### src/rtl/core/bsc_pkg.sv
// ============================================================================
// bsc_pkg
// Shared constants, types and lookup functions for the six-step commutator.
// ============================================================================
package bsc_pkg;

  // Angle scale: 1/64 degree, one mechanical turn
  localparam int ANGLE_FULL_TURN = 23040;
  localparam int ANGLE_HALF_TURN = ANGLE_FULL_TURN / 2;

  // Duty scale and saturation ceiling (10-bit result field)
  localparam int DUTY_FULL_SCALE = 1024;
  localparam int DUTY_MAX = (DUTY_FULL_SCALE - 1 > 1023) ? 1023 : DUTY_FULL_SCALE - 1;

  // Field widths
  localparam int ANGLE_W   = 15;
  localparam int CUR_W     = 16;
  localparam int CMD_W     = 16;
  localparam int POLE_W    = 6;
  localparam int GAIN_W    = 16;
  localparam int SECTOR_W  = 3;
  localparam int MASK_W    = 3;
  localparam int DUTY_W    = 10;
  localparam int PROD_W    = ANGLE_W + POLE_W;
  localparam int TWELFTH_W = 10;   // twelfth-turn count of the electrical product

  // One twelfth of a turn is 1920 = 15 << 7: shift, then divide by 15 with
  // a reciprocal multiply (exact for the 14-bit shifted product)
  localparam int TWELFTH_SHIFT = 7;
  localparam int DIV15_MUL     = 17477;
  localparam int DIV15_SHIFT   = 18;
  localparam int SHIFTED_W     = PROD_W - TWELFTH_SHIFT;

  // Configuration register map
  localparam int CFG_IDX_W  = 3;
  localparam int CFG_DATA_W = 16;
  localparam logic [CFG_IDX_W-1:0] CFG_CALIB_OFFSET  = 3'd0;
  localparam logic [CFG_IDX_W-1:0] CFG_ALIGN_OFFSET  = 3'd1;
  localparam logic [CFG_IDX_W-1:0] CFG_POLE_PAIRS    = 3'd2;
  localparam logic [CFG_IDX_W-1:0] CFG_VOLTAGE_LIMIT = 3'd3;
  localparam logic [CFG_IDX_W-1:0] CFG_DUTY_GAIN     = 3'd4;
  localparam logic [CFG_IDX_W-1:0] CFG_PHASE_ORDER   = 3'd5;

  // Step direction codes
  localparam logic [1:0] STEP_NONE = 2'd0;
  localparam logic [1:0] STEP_FWD  = 2'd1;
  localparam logic [1:0] STEP_BWD  = 2'd2;

  // Phase bits
  localparam logic [MASK_W-1:0] PH_U = 3'b001;
  localparam logic [MASK_W-1:0] PH_V = 3'b010;
  localparam logic [MASK_W-1:0] PH_W = 3'b100;

  typedef struct packed {
    logic [ANGLE_W-1:0] pos_offset;
    logic [ANGLE_W-1:0] elec_offset;
    logic [POLE_W-1:0]  pole_pairs;
    logic [ANGLE_W-2:0] voltage_limit_hi;  // upper bits of the 15-bit limit
    logic               voltage_limit_lo;
    logic [GAIN_W-1:0]  duty_gain;
    logic               phase_order;
  } cfg_t;

  typedef struct packed {
    logic [SECTOR_W-1:0]    sector;
    logic [MASK_W-1:0]      hi_mask;
    logic [MASK_W-1:0]      lo_mask;
    logic signed [CUR_W-1:0] dc_current;
    logic [1:0]             step_rule;
  } comm_t;

  // Negation that saturates the most negative code
  function automatic logic signed [CUR_W-1:0] neg_sat16(input logic signed [CUR_W-1:0] x);
    logic signed [CUR_W-1:0] r;
    if (x == {1'b1, {(CUR_W-1){1'b0}}}) begin
      r = {1'b0, {(CUR_W-1){1'b1}}};
    end else begin
      r = -x;
    end
    return r;
  endfunction

  // Commutation table: {high side, low side} for a sector index 0..5
  function automatic logic [2*MASK_W-1:0] phase_pair(input logic [SECTOR_W-1:0] idx,
                                                     input logic cw);
    logic [2*MASK_W-1:0] r;
    if (cw) begin
      case (idx)
        3'd0:    r = {PH_U, PH_W};
        3'd1:    r = {PH_U, PH_V};
        3'd2:    r = {PH_W, PH_V};
        3'd3:    r = {PH_W, PH_U};
        3'd4:    r = {PH_V, PH_U};
        3'd5:    r = {PH_V, PH_W};
        default: r = '0;
      endcase
    end else begin
      case (idx)
        3'd0:    r = {PH_U, PH_V};
        3'd1:    r = {PH_U, PH_W};
        3'd2:    r = {PH_V, PH_W};
        3'd3:    r = {PH_V, PH_U};
        3'd4:    r = {PH_W, PH_U};
        3'd5:    r = {PH_W, PH_V};
        default: r = '0;
      endcase
    end
    return r;
  endfunction

endpackage

### src/rtl/core/bsc_if.sv
// ============================================================================
// bsc_if
// Valid/ready channels of the commutator: control tick, result, config write.
// ============================================================================
interface bsc_item_if;
  import bsc_pkg::*;
  logic                     valid;
  logic                     ready;
  logic [ANGLE_W-1:0]       mech_angle;
  logic signed [CUR_W-1:0]  phase_a_current;
  logic signed [CUR_W-1:0]  phase_b_current;
  logic signed [CUR_W-1:0]  phase_c_current;
  logic signed [CMD_W-1:0]  voltage_ref;
  logic                     fault;

  modport source (output valid, mech_angle, phase_a_current, phase_b_current,
                  phase_c_current, voltage_ref, fault, input ready);
  modport sink   (input valid, mech_angle, phase_a_current, phase_b_current,
                  phase_c_current, voltage_ref, fault, output ready);
endinterface

interface bsc_res_if;
  import bsc_pkg::*;
  logic                     valid;
  logic                     ready;
  logic [SECTOR_W-1:0]      sector;
  logic signed [ANGLE_W-1:0] position;
  logic [MASK_W-1:0]        pwm_phase_mask;
  logic [MASK_W-1:0]        low_side_mask;
  logic [DUTY_W-1:0]        duty;
  logic signed [CUR_W-1:0]  dc_current;

  modport source (output valid, sector, position, pwm_phase_mask, low_side_mask,
                  duty, dc_current, input ready);
  modport sink   (input valid, sector, position, pwm_phase_mask, low_side_mask,
                  duty, dc_current, output ready);
endinterface

interface bsc_cfg_if;
  import bsc_pkg::*;
  logic                  valid;
  logic                  ready;
  logic [CFG_IDX_W-1:0]  index;
  logic [CFG_DATA_W-1:0] data;

  modport source (output valid, index, data, input ready);
  modport sink   (input valid, index, data, output ready);
endinterface

### src/rtl/core/bsc_cfg_regs.sv
// ============================================================================
// bsc_cfg_regs
// Configuration register file; writes to unmapped indexes are dropped.
// ============================================================================
module bsc_cfg_regs (
  input  logic         clk_i,
  input  logic         rst_ni,
  bsc_cfg_if.sink      cfg_if,
  output bsc_pkg::cfg_t cfg_o
);
  import bsc_pkg::*;

  cfg_t cfg_q;
  logic wr_en;

  // always able to take a write beat
  assign cfg_if.ready = 1'b1;
  assign wr_en        = cfg_if.valid & cfg_if.ready;
  assign cfg_o        = cfg_q;

  always_ff @(posedge clk_i or negedge rst_ni) begin
    if (!rst_ni) begin
      cfg_q.pos_offset       <= '0;
      cfg_q.elec_offset      <= '0;
      cfg_q.pole_pairs       <= POLE_W'(1);
      cfg_q.voltage_limit_hi <= '1;
      cfg_q.voltage_limit_lo <= 1'b1;
      cfg_q.duty_gain        <= GAIN_W'(32768);
      cfg_q.phase_order      <= 1'b0;
    end else if (wr_en) begin
      case (cfg_if.index)
        CFG_CALIB_OFFSET:  cfg_q.pos_offset  <= cfg_if.data[ANGLE_W-1:0];
        CFG_ALIGN_OFFSET:  cfg_q.elec_offset <= cfg_if.data[ANGLE_W-1:0];
        CFG_POLE_PAIRS:    cfg_q.pole_pairs  <= cfg_if.data[POLE_W-1:0];
        CFG_VOLTAGE_LIMIT: begin
          cfg_q.voltage_limit_hi <= cfg_if.data[ANGLE_W-1:1];
          cfg_q.voltage_limit_lo <= cfg_if.data[0];
        end
        CFG_DUTY_GAIN:     cfg_q.duty_gain   <= cfg_if.data[GAIN_W-1:0];
        CFG_PHASE_ORDER:   cfg_q.phase_order <= cfg_if.data[0];
        default: ;
      endcase
    end
  end

endmodule

### src/rtl/core/bsc_commutate.sv
// ============================================================================
// bsc_commutate
// Sector decode from the twelfth-turn count, step direction, DC-link current
// pick and commutation table lookup.
// ============================================================================
module bsc_commutate (
  input  logic [bsc_pkg::TWELFTH_W-1:0] twelfth_i,
  input  logic [bsc_pkg::SECTOR_W-1:0]  prev_sector_i,
  input  logic [1:0]                    step_rule_i,
  input  logic signed [bsc_pkg::CUR_W-1:0] ia_i,
  input  logic signed [bsc_pkg::CUR_W-1:0] ib_i,
  input  logic signed [bsc_pkg::CUR_W-1:0] ic_i,
  input  logic                          reverse_i,
  input  logic                          phase_order_i,
  output bsc_pkg::comm_t                comm_o
);
  import bsc_pkg::*;

  logic [7:0]            quarter;
  logic [15:0]           div3_prod;
  logic [6:0]            turns;
  logic [TWELFTH_W-1:0]  rem_full;
  logic [3:0]            twelfth_mod;
  logic [SECTOR_W-1:0]   sector;
  logic [SECTOR_W-1:0]   idx;
  logic signed [3:0]     diff;
  logic signed [3:0]     diff_wrap;
  logic [1:0]            rule_next;
  logic signed [CUR_W-1:0] idc;
  logic [2*MASK_W-1:0]   pair;

  // twelfth count mod 12: divide by 12 as (>>2) then /3 by reciprocal
  always_comb begin
    quarter     = twelfth_i[TWELFTH_W-1:2];
    div3_prod   = 16'(quarter) * 16'd171;
    turns       = div3_prod[15:9];
    rem_full    = twelfth_i - TWELFTH_W'({turns, 3'b000}) - TWELFTH_W'({turns, 2'b00});
    twelfth_mod = rem_full[3:0];
  end

  // sector 6 straddles zero; others cover two twelfths each
  always_comb begin
    logic [3:0] up;
    up = twelfth_mod + 4'd1;
    if (twelfth_mod == 4'd0 || twelfth_mod == 4'd11) begin
      sector = 3'd6;
    end else begin
      sector = up[3:1];
    end
  end

  // step direction, wrapped into -3..3
  always_comb begin
    diff = $signed({1'b0, sector}) - $signed({1'b0, prev_sector_i});
    if (diff > 4'sd3) begin
      diff_wrap = diff - 4'sd6;
    end else if (diff < -4'sd3) begin
      diff_wrap = diff + 4'sd6;
    end else begin
      diff_wrap = diff;
    end
    if (diff_wrap > 4'sd0) begin
      rule_next = STEP_FWD;
    end else if (diff_wrap < 4'sd0) begin
      rule_next = STEP_BWD;
    end else begin
      rule_next = step_rule_i;
    end
  end

  // DC-link current from the phase that carries it in this step
  always_comb begin
    idc = '0;
    case (rule_next)
      STEP_FWD: begin
        case (sector)
          3'd1:    idc = neg_sat16(ib_i);
          3'd2:    idc = ia_i;
          3'd3:    idc = neg_sat16(ic_i);
          3'd4:    idc = ib_i;
          3'd5:    idc = neg_sat16(ia_i);
          default: idc = ic_i;
        endcase
      end
      STEP_BWD: begin
        case (sector)
          3'd1:    idc = ia_i;
          3'd2:    idc = neg_sat16(ic_i);
          3'd3:    idc = ib_i;
          3'd4:    idc = neg_sat16(ia_i);
          3'd5:    idc = ic_i;
          default: idc = neg_sat16(ib_i);
        endcase
      end
      default: idc = '0;
    endcase
  end

  // table lookup, pair swapped for a negative command
  always_comb begin
    idx  = sector - 3'd1;
    pair = phase_pair(idx, phase_order_i);
    comm_o.sector     = sector;
    comm_o.dc_current = idc;
    comm_o.step_rule  = rule_next;
    if (reverse_i) begin
      comm_o.hi_mask = pair[MASK_W-1:0];
      comm_o.lo_mask = pair[2*MASK_W-1:MASK_W];
    end else begin
      comm_o.hi_mask = pair[2*MASK_W-1:MASK_W];
      comm_o.lo_mask = pair[MASK_W-1:0];
    end
  end

endmodule

### src/rtl/core/bldc_six_step_commutator.sv
// ============================================================================
// bldc_six_step_commutator
// Six-step BLDC commutation: position wrap, sector decode, DC-link current,
// duty scaling and phase selection for each control tick.
// ============================================================================
// A tick beat is accepted in any cycle in which the result side is not
// stalled, so the block sustains one tick per clock. Each tick passes an
// input register, two arithmetic stages and the result register, in that
// order. The two stages exist because the electrical-angle product (angle
// times pole pairs) and the twelfth-turn reciprocal multiply each get a
// register of their own. The step direction state updates as a tick enters
// the result register, in tick order. Config writes are taken at any time
// but must only be issued while idle.
module bldc_six_step_commutator (
  input  logic    clk_i,
  input  logic    rst_ni,
  bsc_item_if.sink  in_if,
  bsc_res_if.source out_if,
  bsc_cfg_if.sink   cfg_if
);
  import bsc_pkg::*;

  localparam logic signed [17:0] FULL_S = 18'(ANGLE_FULL_TURN);
  localparam logic signed [17:0] HALF_S = 18'(ANGLE_HALF_TURN);
  localparam logic signed [17:0] POS_MAX_S = 18'(2**(ANGLE_W-1) - 1);
  localparam logic signed [17:0] POS_MIN_S = -18'(2**(ANGLE_W-1));

  cfg_t cfg;
  logic [ANGLE_W-1:0] voltage_limit;
  logic               adv;

  // stage 1: input register
  logic                    s1_valid_q;
  logic [ANGLE_W-1:0]      s1_mech_q;
  logic signed [CUR_W-1:0] s1_ia_q, s1_ib_q, s1_ic_q;
  logic signed [CMD_W-1:0] s1_vref_q;
  logic                    s1_fault_q;

  // stage 2
  logic                     s2_valid_q;
  logic signed [ANGLE_W-1:0] s2_pos_q, s2_pos_d;
  logic [PROD_W-1:0]        s2_prod_q, s2_prod_d;
  logic [ANGLE_W-1:0]       s2_mag_q, s2_mag_d;
  logic                     s2_rev_q, s2_rev_d;
  logic signed [CUR_W-1:0]  s2_ia_q, s2_ib_q, s2_ic_q;
  logic                     s2_fault_q;

  // stage 3
  logic                     s3_valid_q;
  logic signed [ANGLE_W-1:0] s3_pos_q;
  logic [TWELFTH_W-1:0]     s3_twelfth_q, s3_twelfth_d;
  logic [DUTY_W-1:0]        s3_duty_q, s3_duty_d;
  logic                     s3_rev_q;
  logic signed [CUR_W-1:0]  s3_ia_q, s3_ib_q, s3_ic_q;
  logic                     s3_fault_q;

  // result register and direction state
  logic                     out_valid_q;
  logic [SECTOR_W-1:0]      sector_q;
  logic signed [ANGLE_W-1:0] position_q;
  logic [MASK_W-1:0]        pwm_mask_q, low_mask_q;
  logic [DUTY_W-1:0]        duty_q;
  logic signed [CUR_W-1:0]  dc_current_q;
  logic [SECTOR_W-1:0]      prev_sector_q;
  logic [1:0]               step_rule_q;
  comm_t                    comm;

  bsc_cfg_regs u_cfg (
    .clk_i  (clk_i),
    .rst_ni (rst_ni),
    .cfg_if (cfg_if),
    .cfg_o  (cfg)
  );

  assign voltage_limit = {cfg.voltage_limit_hi, cfg.voltage_limit_lo};

  // whole pipe moves when the result register is free or being taken
  assign adv         = !out_valid_q || out_if.ready;
  assign in_if.ready = adv;

  // valid chain
  always_ff @(posedge clk_i or negedge rst_ni) begin
    if (!rst_ni) begin
      s1_valid_q  <= 1'b0;
      s2_valid_q  <= 1'b0;
      s3_valid_q  <= 1'b0;
      out_valid_q <= 1'b0;
    end else if (adv) begin
      s1_valid_q  <= in_if.valid;
      s2_valid_q  <= s1_valid_q;
      s3_valid_q  <= s2_valid_q;
      out_valid_q <= s3_valid_q;
    end
  end

  // input register
  always_ff @(posedge clk_i) begin
    if (adv) begin
      s1_mech_q  <= in_if.mech_angle;
      s1_ia_q    <= in_if.phase_a_current;
      s1_ib_q    <= in_if.phase_b_current;
      s1_ic_q    <= in_if.phase_c_current;
      s1_vref_q  <= in_if.voltage_ref;
      s1_fault_q <= in_if.fault;
    end
  end

  // position wrap to half a turn, then saturate
  always_comb begin
    logic signed [17:0] cal;
    logic signed [17:0] wrapped;
    cal = $signed({3'b000, s1_mech_q}) - $signed({3'b000, cfg.pos_offset});
    if (cal > HALF_S) begin
      wrapped = cal - FULL_S;
    end else if (cal < -HALF_S) begin
      wrapped = cal + FULL_S;
    end else begin
      wrapped = cal;
    end
    if (wrapped > POS_MAX_S) begin
      s2_pos_d = POS_MAX_S[ANGLE_W-1:0];
    end else if (wrapped < POS_MIN_S) begin
      s2_pos_d = POS_MIN_S[ANGLE_W-1:0];
    end else begin
      s2_pos_d = wrapped[ANGLE_W-1:0];
    end
  end

  // aligned angle reduced into one turn, times pole pairs
  always_comb begin
    logic signed [17:0] al;
    logic signed [17:0] al_p1;
    logic signed [17:0] al_p2;
    logic signed [17:0] al_m1;
    logic signed [17:0] al_sel;
    al    = $signed({3'b000, s1_mech_q}) - $signed({3'b000, cfg.elec_offset});
    al_p1 = al + FULL_S;
    al_p2 = al_p1 + FULL_S;
    al_m1 = al - FULL_S;
    if (al < 18'sd0) begin
      al_sel = (al_p1 < 18'sd0) ? al_p2 : al_p1;
    end else if (al >= FULL_S) begin
      al_sel = al_m1;
    end else begin
      al_sel = al;
    end
    s2_prod_d = PROD_W'(al_sel[ANGLE_W-1:0]) * PROD_W'(cfg.pole_pairs);
  end

  // command clamp: magnitude and direction
  always_comb begin
    logic [CMD_W:0] vabs;
    if (s1_vref_q[CMD_W-1]) begin
      vabs = (CMD_W+1)'(-$signed({s1_vref_q[CMD_W-1], s1_vref_q}));
    end else begin
      vabs = {1'b0, s1_vref_q};
    end
    if (vabs > (CMD_W+1)'(voltage_limit)) begin
      s2_mag_d = voltage_limit;
    end else begin
      s2_mag_d = vabs[ANGLE_W-1:0];
    end
    s2_rev_d = s1_vref_q[CMD_W-1] && (voltage_limit != '0);
  end

  always_ff @(posedge clk_i) begin
    if (adv) begin
      s2_pos_q   <= s2_pos_d;
      s2_prod_q  <= s2_prod_d;
      s2_mag_q   <= s2_mag_d;
      s2_rev_q   <= s2_rev_d;
      s2_ia_q    <= s1_ia_q;
      s2_ib_q    <= s1_ib_q;
      s2_ic_q    <= s1_ic_q;
      s2_fault_q <= s1_fault_q;
    end
  end

  // twelfth-turn count of the product, and duty scaling with saturation
  always_comb begin
    logic [SHIFTED_W+15-1:0] recip;
    logic [ANGLE_W+GAIN_W-1:0] dprod;
    logic [ANGLE_W-1:0]        dscaled;
    recip = (SHIFTED_W+15)'(s2_prod_q[PROD_W-1:TWELFTH_SHIFT]) * (SHIFTED_W+15)'(DIV15_MUL);
    s3_twelfth_d = recip[DIV15_SHIFT +: TWELFTH_W];
    dprod   = (ANGLE_W+GAIN_W)'(s2_mag_q) * (ANGLE_W+GAIN_W)'(cfg.duty_gain);
    dscaled = dprod[ANGLE_W+GAIN_W-1:16];
    if (dscaled > ANGLE_W'(DUTY_MAX)) begin
      s3_duty_d = DUTY_W'(DUTY_MAX);
    end else begin
      s3_duty_d = dscaled[DUTY_W-1:0];
    end
  end

  always_ff @(posedge clk_i) begin
    if (adv) begin
      s3_pos_q     <= s2_pos_q;
      s3_twelfth_q <= s3_twelfth_d;
      s3_duty_q    <= s3_duty_d;
      s3_rev_q     <= s2_rev_q;
      s3_ia_q      <= s2_ia_q;
      s3_ib_q      <= s2_ib_q;
      s3_ic_q      <= s2_ic_q;
      s3_fault_q   <= s2_fault_q;
    end
  end

  bsc_commutate u_comm (
    .twelfth_i     (s3_twelfth_q),
    .prev_sector_i (prev_sector_q),
    .step_rule_i   (step_rule_q),
    .ia_i          (s3_ia_q),
    .ib_i          (s3_ib_q),
    .ic_i          (s3_ic_q),
    .reverse_i     (s3_rev_q),
    .phase_order_i (cfg.phase_order),
    .comm_o        (comm)
  );

  // direction state follows ticks as they reach the result register
  always_ff @(posedge clk_i or negedge rst_ni) begin
    if (!rst_ni) begin
      prev_sector_q <= '0;
      step_rule_q   <= STEP_NONE;
    end else if (adv && s3_valid_q) begin
      prev_sector_q <= comm.sector;
      step_rule_q   <= comm.step_rule;
    end
  end

  // result register; a fault drops all switches and duty
  always_ff @(posedge clk_i) begin
    if (adv) begin
      sector_q     <= comm.sector;
      position_q   <= s3_pos_q;
      dc_current_q <= comm.dc_current;
      pwm_mask_q   <= s3_fault_q ? '0 : comm.hi_mask;
      low_mask_q   <= s3_fault_q ? '0 : comm.lo_mask;
      duty_q       <= s3_fault_q ? '0 : s3_duty_q;
    end
  end

  assign out_if.valid          = out_valid_q;
  assign out_if.sector         = sector_q;
  assign out_if.position       = position_q;
  assign out_if.pwm_phase_mask = pwm_mask_q;
  assign out_if.low_side_mask  = low_mask_q;
  assign out_if.duty           = duty_q;
  assign out_if.dc_current     = dc_current_q;

`ifndef SYNTH
  a_sector_range: assert property (@(posedge clk_i) disable iff (!rst_ni)
    out_valid_q |-> (sector_q != 3'd0 && sector_q != 3'd7))
    else $error("sector out of range");

  a_masks_disjoint: assert property (@(posedge clk_i) disable iff (!rst_ni)
    out_valid_q |-> ($onehot0(pwm_mask_q) && $onehot0(low_mask_q) &&
                     (pwm_mask_q & low_mask_q) == '0))
    else $error("high and low side drive overlap");

  a_duty_sat: assert property (@(posedge clk_i) disable iff (!rst_ni)
    out_valid_q |-> (duty_q <= DUTY_W'(DUTY_MAX)))
    else $error("duty above saturation");

  a_rule_sticky: assert property (@(posedge clk_i) disable iff (!rst_ni)
    (step_rule_q != STEP_NONE) |=> (step_rule_q != STEP_NONE))
    else $error("step direction lost");

  a_rule_has_prev: assert property (@(posedge clk_i) disable iff (!rst_ni)
    (step_rule_q != STEP_NONE) |-> (prev_sector_q != '0))
    else $error("direction set without a previous sector");
`endif

endmodule

### src/flat_wrapper.sv
// flat-port wrapper written by rule: the top's interface ports become plain ports
module bldc_six_step_commutator_flat import bsc_pkg::*;
  (clk_i, rst_ni, in_if_valid, in_if_mech_angle, in_if_phase_a_current, in_if_phase_b_current, in_if_phase_c_current, in_if_voltage_ref, in_if_fault, in_if_ready, out_if_valid, out_if_sector, out_if_position, out_if_pwm_phase_mask, out_if_low_side_mask, out_if_duty, out_if_dc_current, out_if_ready, cfg_if_valid, cfg_if_index, cfg_if_data, cfg_if_ready);
  bsc_item_if in_if_i ();
  bsc_res_if out_if_i ();
  bsc_cfg_if cfg_if_i ();
  input  logic clk_i;
  input  logic rst_ni;
  input wire logic [$bits(in_if_i.valid)-1:0] in_if_valid;
  input wire logic [$bits(in_if_i.mech_angle)-1:0] in_if_mech_angle;
  input wire logic [$bits(in_if_i.phase_a_current)-1:0] in_if_phase_a_current;
  input wire logic [$bits(in_if_i.phase_b_current)-1:0] in_if_phase_b_current;
  input wire logic [$bits(in_if_i.phase_c_current)-1:0] in_if_phase_c_current;
  input wire logic [$bits(in_if_i.voltage_ref)-1:0] in_if_voltage_ref;
  input wire logic [$bits(in_if_i.fault)-1:0] in_if_fault;
  output wire logic [$bits(in_if_i.ready)-1:0] in_if_ready;
  output wire logic [$bits(out_if_i.valid)-1:0] out_if_valid;
  output wire logic [$bits(out_if_i.sector)-1:0] out_if_sector;
  output wire logic [$bits(out_if_i.position)-1:0] out_if_position;
  output wire logic [$bits(out_if_i.pwm_phase_mask)-1:0] out_if_pwm_phase_mask;
  output wire logic [$bits(out_if_i.low_side_mask)-1:0] out_if_low_side_mask;
  output wire logic [$bits(out_if_i.duty)-1:0] out_if_duty;
  output wire logic [$bits(out_if_i.dc_current)-1:0] out_if_dc_current;
  input wire logic [$bits(out_if_i.ready)-1:0] out_if_ready;
  input wire logic [$bits(cfg_if_i.valid)-1:0] cfg_if_valid;
  input wire logic [$bits(cfg_if_i.index)-1:0] cfg_if_index;
  input wire logic [$bits(cfg_if_i.data)-1:0] cfg_if_data;
  output wire logic [$bits(cfg_if_i.ready)-1:0] cfg_if_ready;
  assign in_if_i.valid = in_if_valid;
  assign in_if_i.mech_angle = in_if_mech_angle;
  assign in_if_i.phase_a_current = in_if_phase_a_current;
  assign in_if_i.phase_b_current = in_if_phase_b_current;
  assign in_if_i.phase_c_current = in_if_phase_c_current;
  assign in_if_i.voltage_ref = in_if_voltage_ref;
  assign in_if_i.fault = in_if_fault;
  assign in_if_ready = in_if_i.ready;
  assign out_if_valid = out_if_i.valid;
  assign out_if_sector = out_if_i.sector;
  assign out_if_position = out_if_i.position;
  assign out_if_pwm_phase_mask = out_if_i.pwm_phase_mask;
  assign out_if_low_side_mask = out_if_i.low_side_mask;
  assign out_if_duty = out_if_i.duty;
  assign out_if_dc_current = out_if_i.dc_current;
  assign out_if_i.ready = out_if_ready;
  assign cfg_if_i.valid = cfg_if_valid;
  assign cfg_if_i.index = cfg_if_index;
  assign cfg_if_i.data = cfg_if_data;
  assign cfg_if_ready = cfg_if_i.ready;
  bldc_six_step_commutator u_core (.clk_i(clk_i), .rst_ni(rst_ni), .in_if(in_if_i), .out_if(out_if_i), .cfg_if(cfg_if_i));
endmodule
### config.mk
export PLATFORM = sky130hd
export DESIGN_NAME = bldc_six_step_commutator_flat
export DESIGN_NICKNAME = d
export VERILOG_FILES = /design/src/rtl/core/bsc_pkg.sv /design/src/rtl/core/bsc_if.sv /design/src/rtl/core/bsc_cfg_regs.sv /design/src/rtl/core/bsc_commutate.sv /design/src/rtl/core/bldc_six_step_commutator.sv /design/src/flat_wrapper.sv
export SDC_FILE = /design/constraint.sdc
export NUM_CORES = 2
export LEC_CHECK = 0
export BUFFER_PORTS_ARGS = -buffer_cell sky130_fd_sc_hd__clkbuf_2
export CAP_MARGIN = 30
export CORE_UTILIZATION = 44
export CTS_CLUSTER_DIAMETER = 150
export CTS_CLUSTER_SIZE = 16
export DETAILED_ROUTE_END_ITERATION = 8
export GPL_TIMING_DRIVEN = 0
export PLACE_DENSITY = 0.63
export REMOVE_ABC_BUFFERS = 1
export SLEW_MARGIN = 20
export SYNTH_ARGS = -nofsm -noshare
export SYNTH_HDL_FRONTEND = slang
export SYNTH_HIERARCHICAL = 1
export SYNTH_SLANG_ARGS = --single-unit
### constraint.sdc
create_clock -name clk_i -period 19.5 [get_ports clk_i]
set_clock_uncertainty 0.05 [all_clocks]
set_input_delay 3.9 -clock clk_i [delete_from_list [all_inputs] [get_ports clk_i]]
set_output_delay 3.9 -clock clk_i [all_outputs]
set_load 0.05 [all_outputs]
==> run_results.csv <==
group,metric,value,unit
synthesis,synthArstFlopShare,19.95,%
placement,dpl_cell_area,0.03368,mm2
die,die_h,270.8,um
synthesis,synth_ff_type,"edfxtp_1",
sta,rsz_0062_raised_after_global_routing,"false",
synthesis,yosys.cell_types.count,109,
global_routing,overflow,0,
synthesis,netlist_instances,2966,
clock_network,cts_setup_buffers,0,
global_routing,grt_antenna_before_repair,0,
route,route.detailed.drc,0,
sta,min_period,9.997,ns
critical_path,required,19.84,ns
cells_and_area,final_cell_area,0.03451,mm2
cells_and_area,antenna_cells,0,
cells_and_area,number_of_fill_cells_in_the_layout,6401,
synthesis,library_cell_occupying_the_most_area_in_the_post_synthesis_netlist,"edfxtp_1",
job,timing.max_cap.violations,0,
clock_network,cts.clk_slew.worst_paths,0.08,ns
critical_path,crit_fanout,49,
die,die-width,270.8,um
clock_network,clk_latency,0.60,ns
global_routing,first_global_vias,23069,
cells_and_area,drive_gt1_share,10.67,%
sta,final_min_period_over_clock_period,51.27,%
critical_path,critPathKind,"register to register",
global_routing,grt_first_pass_wirelength,118300,um
synthesis,synth.avg_cell_area,10.72,um2
sta,maxClockFrequency,100.0,MHz
sta,endpoints_failing_setup,0,
clock_network,tritoncts,"yes",
min_path,holdCritPathClass,"register to register",
critical_path,critical-path-max-stage-delay,0.67,ns
route,drt_iter0_drc,1637,
sta,max_slew.worst_pin.slew,1.012,ns
synthesis,ffs_latches_synth,386,
synthesis,yosys_warnings,6,
placement,numPortBuffers,155,
clock_network,quantity_of_hold_fixing_buffers_added_after_cts,0,
sta,slew_violations,0,
placement,place_congestion,0.8837,
sta,max-slew-margin-rel,31.56,%
synthesis,synth.top_cells.by_area,"edfxtp_1, fa_1, ha_1",
route,drt_pass1_iterations,7,
synthesis,syn-cell-area,0.03180,mm2
sta,hold_violations,0,
cells_and_area,ff_latch_area,0.01123,mm2
critical_path,critical-path-slowest-cell,"nor2b_2",
synthesis,synth.most_common_cell,"inv_1",
clock_network,cts.sink_count,386,
die,ios,157,
clock_network,postCtsResizedCells,0,
cells_and_area,flow.area_growth_from_synthesis,8.518,%
placement,hpwl_dp,55030,um
clock_network,cts.root.buffer_cell,"clkbuf_16",
synthesis,proportion_of_synthesized_chip_area_in_sequential_cells,35.30,%
die,initial_utilization,44.48,%
critical_path,worst-endpoint-arrival,10.33,ns
global_routing,grt_start_max_net_pins,60,
cells_and_area,multi_input_comb_area,0.01859,mm2
route,drt-vias-per-instance,5.495,
synthesis,yosysTopAreaCellShare,29.18,%
route,routed-via-count,22167,
die,placementRows,98,
status,outcome,"finished, final reports clean",
synthesis,synth.top_cells.by_count,"inv_1, edfxtp_1, ha_1",
route,detail-route-antenna-nets,0,
global_routing,track_usage,19.77,%
die,core_area,0.07149,mm2
clock_network,max-clock-path-buffers,3,
critical_path,critical-path-top-cell-by-count,"ha_1",
synthesis,count_of_flip_flops_with_a_built_in_enable_after_synthesis,309,
critical_path,startpoint_type,"register",
cells_and_area,num-nets-final,3720,
clock_network,clock_tree.htree_level_count,1,
sta,setup-tns-final,0,ns
die,floorplan.die_area,0.07335,mm2
route,route.detailed.wl_per_inst,17.98,um
clock_network,tritoncts.num_buffers,28,
critical_path,worst_setup_path_end_kind,"register",
route,postRouteWirelength,72520,um
sequential cells by signal, indices dropped and copies added, names as in the netlist, 16 cells and up:
name and count:
u_core/s1_ic_q 16, u_core/s3_ic_q 16, u_core/s3_ib_q 16, u_core/s2_ib_q 16
u_core/s2_ic_q 16, u_core/s3_ia_q 16, u_core/u_cfg/cfg_o 68, u_core/out_if.dc_current 16
u_core/s1_vref_q 16, u_core/s2_ia_q 16, u_core/s1_ia_q 16, u_core/s1_ib_q 16
area by class of cell:
| class | instances | area share (%) |
|---|---|---|
| clock inverters | 2 | 0.05076 |
| well taps | 950 | 3.444 |
| inverters | 417 | 4.536 |
| repair buffers | 170 | 3.241 |
| flip-flops and latches | 386 | 32.53 |
| clock buffers | 50 | 2.331 |
| multi-input cells | 2059 | 53.86 |
cells by family after synthesis:
group                      Yosys count  share of synthesized area, %
buffers and inverters              521                         6.480
and+or+nand+nor                    811                         12.80
xor gates and xnor gates           104                         2.955
muxes                               99                         3.600
AOI/OAI and AO/OA                  489                         10.79
other                                1                       0.01179
adders and majority gates          555                         28.06
DFF                                386                         35.30
final timing paths:
kind | from | endpoint | slack (ns) | cells past startpoint
min in group asynchronous | rst_ni | u_core/u_cfg/cfg_o[66]$_DFFE_PN0P_ | 3.21 | 1
max reg2reg | u_core/s3_twelfth_q[3]$_DFFE_PN_ | u_core/out_if.dc_current[1]$_DFFE_PN_ | 9.50 | 33
max | u_core/s3_twelfth_q[3]$_DFFE_PN_ | u_core/out_if.dc_current[1]$_DFFE_PN_ | 9.50 | 33
max in group asynchronous | rst_ni | u_core/u_cfg/cfg_o[32]$_DFFE_PN1P_ | 15.52 | 2
min | u_core/s3_pos_q[6]$_DFFE_PN_ | u_core/out_if.position[6]$_DFFE_PN_ | 0.37 | 0
min reg2reg | u_core/s3_pos_q[6]$_DFFE_PN_ | u_core/out_if.position[6]$_DFFE_PN_ | 0.37 | 0
per-layer routing:
| layer | GRT usage [%] | share of wire [%] | routed length [um] | up-vias |
|---|---|---|---|---|
| met3 | 1.935 | 4.6 | 3339 | 124 |
| met1 | 25.58 | 43 | 31020 | 11022 |
| met5 | 0 | 0 | 0 | - |
| met2 | 34.95 | 50 | 36180 | 659 |
| met4 | 5.724 | 2.7 | 1980 | 0 |
| li1 | - | - | - | 10362 |
worst max-delay path, delay by kind of cell (launching register included):
family          cells  cell delay (ns)
xor+xnor            5             1.29
fa+ha+maj           9             3.54
buf+inv             5             0.90
compound gates      6             1.56
simple gates        8             1.90
flops               1             0.50
cell usage in the layout (no fill, tap or decap), types with 18 or more instances in the layout:
cell / count
mux2_1: 24
nand3_1: 28
o21ai_0: 104
a21o_1: 40
o31ai_1: 19
o21a_1: 27
xor2_1: 29
a21oi_1: 84
xnor2_1: 72
o22ai_1: 18
nor2b_1: 36
clkbuf_16: 29
nor3_1: 58
mux2_2: 46
and2_1: 146
clkbuf_2: 154
clkbuf_1: 21
fa_1: 264
nand2_1: 283
dfrtp_1: 60
nand2b_1: 23
nor2_1: 120
ha_1: 289
or3_1: 20
nor4_1: 20
inv_1: 413
edfxtp_1: 309
per-stage QoR:
stage / utilization, % / setup slack (ns) / hold WS, ns / instances
final: 48.27 / 9.503 / 0.3651 / 4034
after global routing: 48.27 / 8.983 / 0.3748 / 4034
after CTS: 48.26 / 9.669 / 0.3625 / 4033
after detailed placement: 47.11 / 9.732 / 0.3545 / 3981
after global placement: 46.54 / -0.1171 / 0.3507 / 3967
after floorplan: - / 3.814 / 0.3503 / 2862
Power is left out: the tool's default activity adds up to more than one toggle a clock period on the data nets, which glitch-free logic cannot reach.
